`src/hdl/pse_pkg.sv`:
```
// ----------------------------------------------------------------------------
// pse_pkg
// Shared constants, register codes and transaction types of the pitch
// segmenter / note extractor.
// ----------------------------------------------------------------------------
`default_nettype none

package pse_pkg;

    localparam int NUM_BUCKETS = 129;
    localparam int BUCKET_BITS = $clog2(NUM_BUCKETS);
    localparam int WINDOW_SIZE = 3;
    localparam int PAST_SLOTS  = WINDOW_SIZE - 1;
    localparam int SEEN_BITS   = $clog2(PAST_SLOTS + 1);
    localparam int COUNT_BITS  = 16;

    localparam int PITCH_W    = 16;
    localparam int NOTE_W     = 8;
    localparam int START_W    = 32;
    localparam int LEN_W      = 16;
    localparam int VEL_W      = 7;
    localparam int CFG_IDX_W  = 1;
    localparam int CFG_DATA_W = 16;

    localparam int OQ_DEPTH = 4;
    localparam int OQ_PTR_W = $clog2(OQ_DEPTH);
    localparam int OQ_CNT_W = $clog2(OQ_DEPTH + 1);

    localparam logic [CFG_DATA_W-1:0] RANGE_THR_RESET = 16'd102;
    localparam logic [VEL_W-1:0]      DEF_VEL_RESET   = 7'd64;
    localparam logic [COUNT_BITS-1:0] COUNT_MAX       = {COUNT_BITS{1'b1}};
    localparam logic [LEN_W-1:0]      LEN_MAX         = {LEN_W{1'b1}};

    typedef enum logic [CFG_IDX_W-1:0] {
        CFG_RANGE_THRESHOLD  = 1'b0,
        CFG_DEFAULT_VELOCITY = 1'b1
    } t_cfg_idx;

    // sample after the window stage
    typedef struct packed {
        logic                   split;
        logic                   last;
        logic                   in_range;
        logic [BUCKET_BITS-1:0] bucket;
    } t_s1_item;

    typedef struct packed {
        logic [NOTE_W-1:0]  pitch;
        logic [START_W-1:0] start;
        logic [LEN_W-1:0]   length;
        logic [VEL_W-1:0]   velocity;
        logic               end_of_run;
    } t_note;

endpackage

`default_nettype wire

```
`src/hdl/pse_ram.sv`:
```
// ----------------------------------------------------------------------------
// pse_ram
// Generic simple dual port RAM, one write port, one registered read port.
// ----------------------------------------------------------------------------
`default_nettype none

module pse_ram #(
    parameter int WIDTH = 16,
    parameter int DEPTH = 129
) (
    input  wire logic                     i_clk,
    input  wire logic                     i_we,
    input  wire logic [$clog2(DEPTH)-1:0] i_waddr,
    input  wire logic [WIDTH-1:0]         i_wdata,
    input  wire logic                     i_re,
    input  wire logic [$clog2(DEPTH)-1:0] i_raddr,
    output logic      [WIDTH-1:0]         o_rdata
);

    logic [WIDTH-1:0] r_mem [DEPTH];

    always_ff @(posedge i_clk) begin
        if (i_we) begin
            r_mem[i_waddr] <= i_wdata;
        end
        if (i_re) begin
            o_rdata <= r_mem[i_raddr];
        end
    end

endmodule

`default_nettype wire

```
`src/hdl/pse_window.sv`:
```
// ----------------------------------------------------------------------------
// pse_window
// Input register and sample window: decides whether the current sample
// opens a new segment and maps it to a histogram bucket.
// ----------------------------------------------------------------------------
`default_nettype none

module pse_window (
    input  wire logic                            i_clk,
    input  wire logic                            i_rst_n,
    input  wire logic                            i_valid,
    output logic                                 o_ready,
    input  wire logic signed [pse_pkg::PITCH_W-1:0]    i_pitch,
    input  wire logic                            i_last,
    input  wire logic [pse_pkg::CFG_DATA_W-1:0]  i_range_threshold,
    input  wire logic                            i_down_ready,
    output logic                                 o_load,
    output pse_pkg::t_s1_item                    o_item
);
    import pse_pkg::*;

    logic                      r_vld;
    logic signed [PITCH_W-1:0] r_pitch;
    logic                      r_last;
    logic signed [PITCH_W-1:0] r_past [PAST_SLOTS];
    logic [SEEN_BITS-1:0]      r_seen;

    logic                      w_accept;
    logic                      w_adv;
    logic signed [PITCH_W-1:0] w_mn;
    logic signed [PITCH_W-1:0] w_mx;
    logic [PITCH_W:0]          w_range;
    logic [PITCH_W:0]          w_diff;
    logic [PITCH_W:0]          w_adiff;
    logic [PITCH_W+2:0]        w_lhs;
    logic [PITCH_W+2:0]        w_rhs;
    logic [PITCH_W:0]          w_rsum;

    assign w_adv    = r_vld && i_down_ready;
    assign o_ready  = !r_vld || i_down_ready;
    assign w_accept = i_valid && o_ready;
    assign o_load   = w_adv;

    // min and max over the current sample and the samples already seen
    always_comb begin
        w_mn = r_pitch;
        w_mx = r_pitch;
        for (int i = 0; i < PAST_SLOTS; i++) begin
            if (SEEN_BITS'(i) < r_seen) begin
                if (r_past[i] < w_mn) w_mn = r_past[i];
                if (r_past[i] > w_mx) w_mx = r_past[i];
            end
        end
    end

    assign w_range = {w_mx[PITCH_W-1], w_mx} - {w_mn[PITCH_W-1], w_mn};
    assign w_diff  = {r_pitch[PITCH_W-1], r_pitch} - {r_past[0][PITCH_W-1], r_past[0]};
    assign w_adiff = w_diff[PITCH_W] ? (~w_diff + 1'b1) : w_diff;
    // 3*|diff| against 2*range
    assign w_lhs   = {2'b00, w_adiff} + {1'b0, w_adiff, 1'b0};
    assign w_rhs   = {1'b0, w_range, 1'b0};

    // round half away from zero; only values at or above -127 land in bucket 0 or up
    assign w_rsum  = {r_pitch[PITCH_W-1], r_pitch} + (PITCH_W+1)'(128);

    always_comb begin
        o_item.split    = (r_seen != '0) && (w_range >= {1'b0, i_range_threshold})
                          && (w_lhs > w_rhs);
        o_item.last     = r_last;
        o_item.in_range = !w_rsum[PITCH_W] && (w_rsum != '0)
                          && (w_rsum[PITCH_W:8] <= (PITCH_W-7)'(NUM_BUCKETS - 1));
        o_item.bucket   = w_rsum[8 +: BUCKET_BITS];
    end

    always_ff @(posedge i_clk) begin
        if (!i_rst_n) begin
            r_vld  <= 1'b0;
            r_seen <= '0;
            for (int i = 0; i < PAST_SLOTS; i++) begin
                r_past[i] <= '0;
            end
        end else begin
            if (w_accept) begin
                r_vld <= 1'b1;
            end else if (w_adv) begin
                r_vld <= 1'b0;
            end
            if (w_adv) begin
                if (r_last) begin
                    r_seen <= '0;
                    for (int i = 0; i < PAST_SLOTS; i++) begin
                        r_past[i] <= '0;
                    end
                end else begin
                    for (int i = PAST_SLOTS - 1; i > 0; i--) begin
                        r_past[i] <= r_past[i-1];
                    end
                    r_past[0] <= r_pitch;
                    if (r_seen < SEEN_BITS'(PAST_SLOTS)) begin
                        r_seen <= r_seen + 1'b1;
                    end
                end
            end
        end
    end

    always_ff @(posedge i_clk) begin
        if (w_accept) begin
            r_pitch <= i_pitch;
            r_last  <= i_last;
        end
    end

endmodule

`default_nettype wire

```
`src/hdl/pse_hist.sv`:
```
// ----------------------------------------------------------------------------
// pse_hist
// Histogram stage: bucket read-modify-write with forwarding, running mode,
// segment bookkeeping and note assembly.
// ----------------------------------------------------------------------------
`default_nettype none

module pse_hist (
    input  wire logic                        i_clk,
    input  wire logic                        i_rst_n,
    input  wire logic                        i_load,
    input  wire pse_pkg::t_s1_item           i_item,
    input  wire logic [pse_pkg::VEL_W-1:0]   i_default_velocity,
    input  wire logic                        i_room,
    output logic                             o_can_load,
    output logic [1:0]                       o_push_n,
    output pse_pkg::t_note                   o_note0,
    output pse_pkg::t_note                   o_note1
);
    import pse_pkg::*;

    logic                    r_vld;
    t_s1_item                r_item;
    logic                    r_fwd;
    logic [COUNT_BITS-1:0]   r_fwd_data;
    logic [NUM_BUCKETS-1:0]  r_bvalid;
    logic [BUCKET_BITS-1:0]  r_best_b;
    logic [COUNT_BITS-1:0]   r_best_cnt;
    logic [START_W-1:0]      r_seg_begin;
    logic [START_W-1:0]      r_sample_index;
    logic [LEN_W-1:0]        r_seg_samples;

    logic                    w_fire;
    logic                    w_we;
    logic [COUNT_BITS-1:0]   w_rdata;
    logic [COUNT_BITS-1:0]   w_cnt_mem;
    logic [COUNT_BITS-1:0]   w_cnt_old;
    logic [COUNT_BITS-1:0]   w_cnt_new;
    logic [BUCKET_BITS-1:0]  w_base_b;
    logic [COUNT_BITS-1:0]   w_base_cnt;
    logic                    w_take;
    logic [NUM_BUCKETS-1:0]  n_bvalid;
    logic [BUCKET_BITS-1:0]  n_best_b;
    logic [COUNT_BITS-1:0]   n_best_cnt;
    logic [START_W-1:0]      n_seg_begin;
    logic [LEN_W-1:0]        w_len_base;
    logic [LEN_W-1:0]        n_seg_samples;
    t_note                   w_note_a;
    t_note                   w_note_b;

    assign w_fire     = r_vld && i_room;
    assign o_can_load = !r_vld || w_fire;
    assign w_we       = w_fire && r_item.in_range;

    pse_ram #(
        .WIDTH (COUNT_BITS),
        .DEPTH (NUM_BUCKETS)
    ) u_counts (
        .i_clk   (i_clk),
        .i_we    (w_we),
        .i_waddr (r_item.bucket),
        .i_wdata (w_cnt_new),
        .i_re    (i_load),
        .i_raddr (i_item.bucket),
        .o_rdata (w_rdata)
    );

    // write of the leaving transaction lands at the same edge as the read
    assign w_cnt_mem = r_fwd ? r_fwd_data : w_rdata;

    always_comb begin
        w_cnt_old  = (r_item.split || !r_bvalid[r_item.bucket]) ? '0 : w_cnt_mem;
        w_cnt_new  = (w_cnt_old == COUNT_MAX) ? COUNT_MAX : w_cnt_old + 1'b1;
        w_base_b   = r_item.split ? '0 : r_best_b;
        w_base_cnt = r_item.split ? '0 : r_best_cnt;
        // ties go to the lower bucket
        w_take     = r_item.in_range && ((w_cnt_new > w_base_cnt)
                     || ((w_cnt_new == w_base_cnt) && (r_item.bucket < w_base_b)));
        n_best_b   = w_take ? r_item.bucket : w_base_b;
        n_best_cnt = w_take ? w_cnt_new : w_base_cnt;
        n_bvalid   = r_item.split ? '0 : r_bvalid;
        if (r_item.in_range) begin
            n_bvalid[r_item.bucket] = 1'b1;
        end
        n_seg_begin   = r_item.split ? r_sample_index : r_seg_begin;
        w_len_base    = r_item.split ? '0 : r_seg_samples;
        n_seg_samples = (w_len_base == LEN_MAX) ? LEN_MAX : w_len_base + 1'b1;
    end

    always_comb begin
        w_note_a.pitch      = NOTE_W'(r_best_b);
        w_note_a.start      = r_seg_begin;
        w_note_a.length     = r_seg_samples;
        w_note_a.velocity   = (r_best_b == '0) ? '0 : i_default_velocity;
        w_note_a.end_of_run = !r_item.last;
        w_note_b.pitch      = NOTE_W'(n_best_b);
        w_note_b.start      = n_seg_begin;
        w_note_b.length     = n_seg_samples;
        w_note_b.velocity   = (n_best_b == '0) ? '0 : i_default_velocity;
        w_note_b.end_of_run = 1'b1;
    end

    assign o_note0  = r_item.split ? w_note_a : w_note_b;
    assign o_note1  = w_note_b;
    assign o_push_n = w_fire ? ({1'b0, r_item.split} + {1'b0, r_item.last}) : 2'd0;

    always_ff @(posedge i_clk) begin
        if (!i_rst_n) begin
            r_vld          <= 1'b0;
            r_bvalid       <= '0;
            r_best_b       <= '0;
            r_best_cnt     <= '0;
            r_seg_begin    <= '0;
            r_sample_index <= '0;
            r_seg_samples  <= '0;
        end else begin
            if (i_load) begin
                r_vld <= 1'b1;
            end else if (w_fire) begin
                r_vld <= 1'b0;
            end
            if (w_fire) begin
                if (r_item.last) begin
                    r_bvalid       <= '0;
                    r_best_b       <= '0;
                    r_best_cnt     <= '0;
                    r_seg_begin    <= '0;
                    r_sample_index <= '0;
                    r_seg_samples  <= '0;
                end else begin
                    r_bvalid       <= n_bvalid;
                    r_best_b       <= n_best_b;
                    r_best_cnt     <= n_best_cnt;
                    r_seg_begin    <= n_seg_begin;
                    r_sample_index <= r_sample_index + 1'b1;
                    r_seg_samples  <= n_seg_samples;
                end
            end
        end
    end

    always_ff @(posedge i_clk) begin
        if (i_load) begin
            r_item     <= i_item;
            r_fwd      <= w_we && (r_item.bucket == i_item.bucket);
            r_fwd_data <= w_cnt_new;
        end
    end

endmodule

`default_nettype wire

```
`src/hdl/pse_outq.sv`:
```
// ----------------------------------------------------------------------------
// pse_outq
// Small result queue: takes up to two notes per cycle, hands out one.
// ----------------------------------------------------------------------------
`default_nettype none

module pse_outq (
    input  wire logic        i_clk,
    input  wire logic        i_rst_n,
    input  wire logic [1:0]  i_push_n,
    input  wire pse_pkg::t_note i_note0,
    input  wire pse_pkg::t_note i_note1,
    output logic             o_room,
    output logic             o_valid,
    input  wire logic        i_ready,
    output pse_pkg::t_note   o_note
);
    import pse_pkg::*;

    t_note               r_mem [OQ_DEPTH];
    logic [OQ_PTR_W-1:0] r_wp;
    logic [OQ_PTR_W-1:0] r_rp;
    logic [OQ_CNT_W-1:0] r_cnt;
    logic                w_pop;
    logic [OQ_PTR_W-1:0] w_wp1;

    assign o_valid = (r_cnt != '0);
    assign w_pop   = o_valid && i_ready;
    assign o_note  = r_mem[r_rp];
    assign w_wp1   = r_wp + 1'b1;
    // room for two more after this cycle's pop
    assign o_room  = (r_cnt <= OQ_CNT_W'(OQ_DEPTH - 2))
                     || ((r_cnt == OQ_CNT_W'(OQ_DEPTH - 1)) && w_pop);

    always_ff @(posedge i_clk) begin
        if (!i_rst_n) begin
            r_wp  <= '0;
            r_rp  <= '0;
            r_cnt <= '0;
        end else begin
            r_wp  <= r_wp + OQ_PTR_W'(i_push_n);
            if (w_pop) begin
                r_rp <= r_rp + 1'b1;
            end
            r_cnt <= r_cnt + OQ_CNT_W'(i_push_n) - OQ_CNT_W'(w_pop);
        end
    end

    always_ff @(posedge i_clk) begin
        if (i_push_n != 2'd0) begin
            r_mem[r_wp] <= i_note0;
        end
        if (i_push_n == 2'd2) begin
            r_mem[w_wp1] <= i_note1;
        end
    end

endmodule

`default_nettype wire

```
`src/hdl/pitch_segmenter_note_extractor.sv`:
```
// ----------------------------------------------------------------------------
// pitch_segmenter_note_extractor
// Splits a stream of Q8.8 pitch samples into segments and emits one note
// (histogram mode, start, length, velocity) per closed segment.
// ----------------------------------------------------------------------------
//  channel   direction  handshake            payload
//  sample    in         i_valid / o_ready    i_pitch, i_last
//  note      out        o_valid / i_ready    o_note_pitch, o_note_onset,
//                                            o_note_length, o_note_velocity,
//                                            o_end_of_run
//  config    in         i_cfg_we             i_cfg_index, i_cfg_wdata
//
//  one sample transaction per cycle while o_ready is high; its notes pass
//  the window and histogram registers, enter the note queue and are offered
//  once queued. notes leave one per cycle while i_ready is high, so a sample
//  with two notes needs two transfers; a four-entry queue sits between.
//  synchronous active-low reset clears the bucket valid bits at once. a note
//  side stall drops o_ready once the queue can't take two and both stages hold
// ----------------------------------------------------------------------------
`default_nettype none

module pitch_segmenter_note_extractor (
    input  wire logic                                i_clk,
    input  wire logic                                i_rst_n,
    input  wire logic                                i_valid,
    output logic                                     o_ready,
    input  wire logic signed [pse_pkg::PITCH_W-1:0]  i_pitch,
    input  wire logic                                i_last,
    output logic                                     o_valid,
    input  wire logic                                i_ready,
    output logic [pse_pkg::NOTE_W-1:0]               o_note_pitch,
    output logic [pse_pkg::START_W-1:0]              o_note_onset,
    output logic [pse_pkg::LEN_W-1:0]                o_note_length,
    output logic [pse_pkg::VEL_W-1:0]                o_note_velocity,
    output logic                                     o_end_of_run,
    input  wire logic                                i_cfg_we,
    input  wire logic [pse_pkg::CFG_IDX_W-1:0]       i_cfg_index,
    input  wire logic [pse_pkg::CFG_DATA_W-1:0]      i_cfg_wdata
);
    import pse_pkg::*;

    logic [CFG_DATA_W-1:0] r_range_threshold;
    logic [VEL_W-1:0]      r_default_velocity;

    logic       w_load;
    logic       w_can_load;
    t_s1_item   w_item;
    logic       w_room;
    logic [1:0] w_push_n;
    t_note      w_note0;
    t_note      w_note1;
    t_note      w_out;

    always_ff @(posedge i_clk) begin
        if (!i_rst_n) begin
            r_range_threshold  <= RANGE_THR_RESET;
            r_default_velocity <= DEF_VEL_RESET;
        end else if (i_cfg_we) begin
            unique case (t_cfg_idx'(i_cfg_index))
                CFG_RANGE_THRESHOLD:  r_range_threshold  <= i_cfg_wdata;
                CFG_DEFAULT_VELOCITY: r_default_velocity <= i_cfg_wdata[VEL_W-1:0];
                default: ;
            endcase
        end
    end

    pse_window u_window (
        .i_clk             (i_clk),
        .i_rst_n           (i_rst_n),
        .i_valid           (i_valid),
        .o_ready           (o_ready),
        .i_pitch           (i_pitch),
        .i_last            (i_last),
        .i_range_threshold (r_range_threshold),
        .i_down_ready      (w_can_load),
        .o_load            (w_load),
        .o_item            (w_item)
    );

    pse_hist u_hist (
        .i_clk              (i_clk),
        .i_rst_n            (i_rst_n),
        .i_load             (w_load),
        .i_item             (w_item),
        .i_default_velocity (r_default_velocity),
        .i_room             (w_room),
        .o_can_load         (w_can_load),
        .o_push_n           (w_push_n),
        .o_note0            (w_note0),
        .o_note1            (w_note1)
    );

    pse_outq u_outq (
        .i_clk    (i_clk),
        .i_rst_n  (i_rst_n),
        .i_push_n (w_push_n),
        .i_note0  (w_note0),
        .i_note1  (w_note1),
        .o_room   (w_room),
        .o_valid  (o_valid),
        .i_ready  (i_ready),
        .o_note   (w_out)
    );

    assign o_note_pitch    = w_out.pitch;
    assign o_note_onset    = w_out.start;
    assign o_note_length   = w_out.length;
    assign o_note_velocity = w_out.velocity;
    assign o_end_of_run    = w_out.end_of_run;

endmodule

`default_nettype wire

```
`config.mk`:
```
export PLATFORM = sky130hd
export DESIGN_NAME = pitch_segmenter_note_extractor
export DESIGN_NICKNAME = d
export VERILOG_FILES = /design/src/hdl/pse_pkg.sv /design/src/hdl/pse_ram.sv /design/src/hdl/pse_window.sv /design/src/hdl/pse_hist.sv /design/src/hdl/pse_outq.sv /design/src/hdl/pitch_segmenter_note_extractor.sv
export SDC_FILE = /design/constraint.sdc
export NUM_CORES = 2
export LEC_CHECK = 0
export ABC_CLOCK_PERIOD_IN_PS = 10400
export BUFFER_PORTS_ARGS = -buffer_cell sky130_fd_sc_hd__clkbuf_2
export CORE_UTILIZATION = 40
export DETAILED_ROUTE_END_ITERATION = 8
export MAX_ROUTING_LAYER = met4
export PLACE_DENSITY = 0.62
export SLEW_MARGIN = 40
export SYNTH_ARGS = -nofsm -noshare
export SYNTH_HDL_FRONTEND = slang
export SYNTH_SLANG_ARGS = --single-unit
```
`constraint.sdc`:
```
create_clock -name i_clk -period 10.4 [get_ports i_clk]
set_input_delay 0 -clock i_clk [delete_from_list [all_inputs] [get_ports i_clk]]
set_output_delay 0 -clock i_clk [all_outputs]
set_load 0.03 [all_outputs]
```
# Word-level counts from Yosys, hierarchy flattened
# Memory sizes are Yosys's and may differ from the RTL's. A register that Yosys moved wholly into a read port is not among the register bits.
# Cells that the tools add are included.
dict set report word_totals {
  regBits 312
  latchBits 0
  ram_bits 2352
  mem_bits_ro 0
  inputBits 39
  out_inout_bits 66
  word_cells 166
  memories 3
}
dict set report classes {
  add_sub_neg 15
  multipliers 0
  n_div 0
  n_lt_le_gt_ge 15
  eq_ne 6
  shifts 0
  muxes 62
  bitwise_logic 7
  n_reduce_logical 36
}
# memory depth width rd rd_clocked_by_memory_dff write_ports line_no
set mem_list {}
lappend mem_list {u_hist.u_counts.r_mem 129 16 1 1 1 pse_ram.sv:20} ;# logic [WIDTH-1:0] r_mem [DEPTH];
lappend mem_list {u_outq.r_mem 4 64 1 1 2 pse_outq.sv:20} ;# t_note r_mem [OQ_DEPTH];
lappend mem_list {u_window.r_past 2 16 2 0 2 pse_window.sv:25} ;# logic signed [PITCH_W-1:0] r_past [PAST_SLOTS];
# cell count
set ops {}
lappend ops {{129-bit 2-to-1 mux} 3}
lappend ops {{16-bit 2-to-1 mux} 21}
lappend ops {{129-bit OR} 1}
lappend ops {{32-bit 2-to-1 mux} 3}
lappend ops {{64-bit 2-to-1 mux} 1}
lappend ops {{16-bit greater-than comparator} 3}
lappend ops {{16-bit by 16-bit subtractor with 17-bit output} 2}
lappend ops {{16-bit by 1-bit adder with 16-bit output, second input constant} 2}
lappend ops {{32-bit by 1-bit adder with 32-bit output, second input constant} 1}
lappend ops {{16-bit equality test, second input constant} 2}
lappend ops {{16-bit < comparator} 2}
lappend ops {{8-bit 2-to-1 mux} 3}
lappend ops {{1-bit 2-to-1 mux} 21}
lappend ops {{17-bit by 18-bit adder with 19-bit output} 1}
lappend ops {{19-bit by 18-bit greater-than comparator with 1-bit output} 1}
lappend ops {{16-bit by 9-bit adder with 17-bit output, second input constant} 1}
lappend ops {{17-bit by 1-bit adder with 17-bit output, second input constant} 1}
lappend ops {{17-bit by 16-bit greater-or-equal comparator with 1-bit output} 1}
lappend ops {{17-bit 2-to-1 mux} 1}
lappend ops {{17-bit NOT} 1}
lappend ops {{17-bit nonzero test} 1}
lappend ops {{16-bit equality test} 1}
lappend ops {{8-bit logical NOT} 2}
lappend ops {{1-bit logical AND} 14}
lappend ops {{other kinds (26)} 51}

# Longest topological paths before layout
dict set report logic_depth {
  ltp_word 15
  depth_mapped 42
  ltp_nobuf 38
}

# Cells and area by module
# From an unflattened synthesis, not the netlist that was laid out.
dict set report unflattened {
  hier_cells 6984
  area_unflattened_um2 115122.9
}
# module n_inst cells_per_inst area_each_um2 seq_area_each_um2
set by_module_without_submodules {}
lappend by_module_without_submodules {pse_ram 1 3942 80511.0 62459.9}
lappend by_module_without_submodules {pse_hist 1 1450 13645.6 5525.3}
lappend by_module_without_submodules {pse_outq 1 669 12907.4 7867.5}
lappend by_module_without_submodules {pse_window 1 823 7110.6 1531.5}
lappend by_module_without_submodules {pitch_segmenter_note_extractor 1 100 948.4 460.4}

# Least setup slack after synthesis
# No wires, ideal clock.
dict set report synth_timing {
  kind {register to register}
  startpoint {register u_hist.r_item[1] (netlist bit)}
  endpoint {memory u_outq.r_mem[0][1] (netlist bit) (data pin)}
  setup_time_ps 255
  arrival_ps 11200
  path_slack_ps -1055
  path_stages_with_launch 23
  period_less_slack_ps 11455
  cell_sequence {edfxtp_1 > clkbuf_1 > clkbuf_1 > mux4_2 > mux4_2 > nand2_1 > nand3_1 > o41ai_4 > buf_2 > nor2_1 > ha_1 > nand2b_1 > or3_1 > nor3b_1 > a211oi_1 > ha_1 > a21o_1 > a221oi_1 > o21ai_0 > o221ai_2 > clkbuf_1 > o221ai_1 > and2_1}
}
# item line_no
set synth_rtl {}
lappend synth_rtl {{start: declaration} pse_hist.sv:23} ;# t_s1_item r_item;
lappend synth_rtl {{start signal: assignment} pse_hist.sv:144} ;# r_item <= i_item;
lappend synth_rtl {{end: declaration} pse_outq.sv:20}

==> impl_metrics.csv <==
group,metric,value,unit
outcome,status,"finished clean",
power,clock_power_share,39.9,%
drt,dr.pass1.iters,6,
global_route,grt_pass1_wl,459000,um
final_layout,final_common_cell,"edfxtp_1",
die,initial_core_util,40.4,%
sta,setup_viol,0,
power,pwr-share-seq,48.8,%
cts,cts.htree.levels,5,
final_layout,final_cell_mix,"2,409 x edfxtp_1, 570 x mux4_2, 562 x nand2_1",
worst_setup_path,critPathBufInv,2,
worst_setup_path,worstPathRequired,10.95,ns
final_layout,drive_above_1_share,20.6,%
sta,setup_tns,0,ns
power,p_sw_share,25.0,%
worst_setup_path,crit_fanout,8,
die,dieArea,0.282,mm2
worst_setup_path,startpoint,"u_window.r_pitch[3]",
placement,port_buffers,104,
synth,ys_types,85,
min_path,min_path_type,"in2reg",
sta,fin_crit_sh,87.2,%
sta,hold_viol,0,
cts,cts_setup_buffers,0,
synth,avgSynthCellArea,16.3,um2
worst_setup_path,endpoint,"u_hist.r_item[10]",
power,p_per_area,187,mW/mm2
worst_setup_path,critPathLaunchType,"register",
synth,synthFlopType,"edfxtp_1",
drt,first_iter_violations,8011,
sta,max_freq,110,MHz
worst_setup_path,criticalPathCategory,"reg2reg",
sta,slew-limit-headroom,36.3,%
worst_setup_path,slowest_delay,0.51,ns
worst_setup_path,crit_family,"compound AO/OA/AOI/OAI gates",
drt,wl_per_cell,28.5,um
worst_setup_path,slowest_stage,"edfxtp_1",
synth,ys_async_sr_fraction,0,%
synth,syn_nets,7059,
placement,gp_congestion,0.905,
sta,rsz0062_at_grt,"no",
cts,clk_path_buf_depth,4,
worst_setup_path,arrival,9.62,ns
cts,cts_tree,"yes",
sta,period_needed,9.07,ns
die,die_y,531,um
sta,drv_slew,0,
worst_setup_path,worstReg2RegStart,"u_window.r_pitch[3]",
sta,worst_slew_pin_slew,0.952,ns
global_route,gr-total-overflow,0,
cts,cts-root-buf,"clkbuf_16",
placement,place_hpwl,191000,um
die,core_area,0.277,mm2
worst_setup_path,rrSetupSlack,1.33,ns
drt,viasPerCell,5.95,
die,ioPinCount,105,
cts,clk_latency,0.88,ns
flow_run,drv_cap,0,
worst_setup_path,rr_worst_depth,36,
sta,fin_skew,0.0811,ns
cts,cts.sinks,2682,
synth,syn-cell-area,0.112,mm2
worst_setup_path,worstReg2RegEnd,"u_hist.r_item[10]",
power,leakagePower,0.0455,uW
final_layout,post-route-util,46.2,%
die,dieWidth,531,um
power,ir_drop,0.121,mV
synth,synth_warnings,0,
cts,clkSlewWorstSetupHoldPaths,0.07,ns
synth,yosysSeqAreaShare,69.4,%
worst_setup_path,end_kind,"register",
final_layout,syn2layout_area_growth,14.4,%
power,power.switching,6000,uW
die,rows,193,
synth,synth_seq_cells,2682,
power,internal-power,18000,uW
synth,synth-edff-count,2409,
synth,synth_cells,6870,
global_route,grt_pass1_vias,64700,
power,p_comb_share,11.3,%
drt,remaining_drc_errors,0,
drt,num_vias,66300,
cts,cts_inserted_buffers,282,
global_route,grt_max_degree,115,
drt,drtAntennaViolNets,0,
global_route,antenna_found_initial,6,
drt,routed_wl,317000,um
worst_setup_path,path_depth,36,
global_route,grt_use_total,22.6,%
final_layout,nets,7412,
[metal layers]
layer,global-route usage [%],routed length (um),up-vias
met5,-,0,-
met4,6.34,9310,0
met3,3.40,26500,503
met2,35.3,151000,3194
met1,30.8,130000,34600
li1,-,-,28000
[metrics by stage]
stage | power [uW] | hold slack [ns] | worst slack (ns) | area [um2] | instances
finish | 24000 | 0.0340 | 1.33 | 128000 | 11100
global route | 24700 | 0.0211 | 0.624 | 128000 | 11100
CTS | 24100 | 0.00101 | 1.39 | 128000 | 11100
detailed placement | 14600 | 0.184 | 1.40 | 119000 | 10500
global placement | 14600 | 0.186 | 1.29 | 118000 | 10500
floorplan | 13800 | 0.0989 | 0.678 | 112000 | 6870
[Yosys cell counts, types with 59 or more instances]
cell type	n	area share, %
a21oi_1	170	0.76
a22o_1	196	1.5
a22oi_1	179	1.2
and2_1	66	0.37
buf_2	59	0.26
clkbuf_1	278	0.93
dfxtp_1	273	4.9
edfxtp_1	2409	65
ha_1	146	1.6
inv_1	107	0.36
mux2i_1	137	1.2
mux4_2	570	11
nand2_1	568	1.9
nand3_1	187	0.84
nor2_1	527	1.8
o21ai_0	122	0.54
xnor2_1	76	0.59
[how the worst min path moves through the flow]
stage / startpoint / to / slack, ns / depth (start not counted)
floorplan: i_last / u_window.r_last / 0.1 / 0
global placement: i_pitch[15] / u_window.r_pitch[15] / 0.19 / 1
detailed placement: i_pitch[15] / u_window.r_pitch[15] / 0.18 / 1
CTS: i_pitch[13] / u_window.r_pitch[13] / 0.001 / 2
global route: i_pitch[12] / u_window.r_pitch[12] / 0.02 / 2
finish: i_pitch[13] / u_window.r_pitch[13] / 0.03 / 2
[timing repair]
item,4_1_cts,5_1_grt
hold buffers,100,0
hold endpoints to repair,72,0
resized for setup,0,0
[area by class of cell]
class / instances / area [um2]
Antenna cell: 5 / 12.5
Clock buffer: 356 / 7520
Clock inverter: 140 / 1110
Fill cell: 23500 / 149000
Inverter: 111 / 447
Multi-Input combinational cell: 3652 / 32700
Sequential cell: 2682 / 77800
Tap cell: 3705 / 4640
Timing Repair Buffer: 494 / 4020
[sequential cells by signal, summed over array words and instances (netlist names), named ones only]
| signal | flops |
|---|---|
| u_outq.r_rp | 2 |
| u_window.r_vld | 1 |
| u_window.r_last | 1 |
| u_hist.r_sample_index | 32 |
| u_hist.u_counts.r_mem | 2064 |
| u_hist.r_best_b | 8 |
| u_hist.r_vld | 1 |
| u_hist.r_best_cnt | 16 |
| u_hist.u_counts.o_rdata | 16 |
| u_window.r_past | 32 |
| r_range_threshold | 16 |
| u_hist.r_fwd | 1 |
| u_window.r_seen | 2 |
| u_outq.r_wp | 2 |
| r_default_velocity | 7 |
| u_hist.r_fwd_data | 16 |
| u_outq.r_cnt | 3 |
| u_outq.r_mem | 256 |
| u_hist.r_seg_samples | 16 |
| u_hist.r_item | 11 |
| u_hist.r_bvalid | 129 |
| u_window.r_pitch | 16 |
| u_hist.r_seg_begin | 32 |
[power by group through the flow]
stage / logic (uW) / clock network [uW] / registers (uW)
finish: 2710 / 9580 / 11700
global route: 2910 / 10100 / 11700
CTS: 2710 / 9710 / 11700
detailed placement: 2670 / 0 / 12000
global placement: 2650 / 0 / 12000
floorplan: 1880 / 0 / 11900
[cells by family after synthesis]
group | after synthesis | synth area share, %
adder cells (fa/ha/maj) | 150 | 1.70
AO/OA/AOI/OAI | 1014 | 6.50
multiplexers | 726 | 12.9
flip-flops | 2682 | 69.4
AND/OR/NAND/NOR | 1642 | 6.56
buffers and inverters | 536 | 2.01
XOR/XNOR | 120 | 0.944
Note: power is estimated with default switching activity, not from simulation.
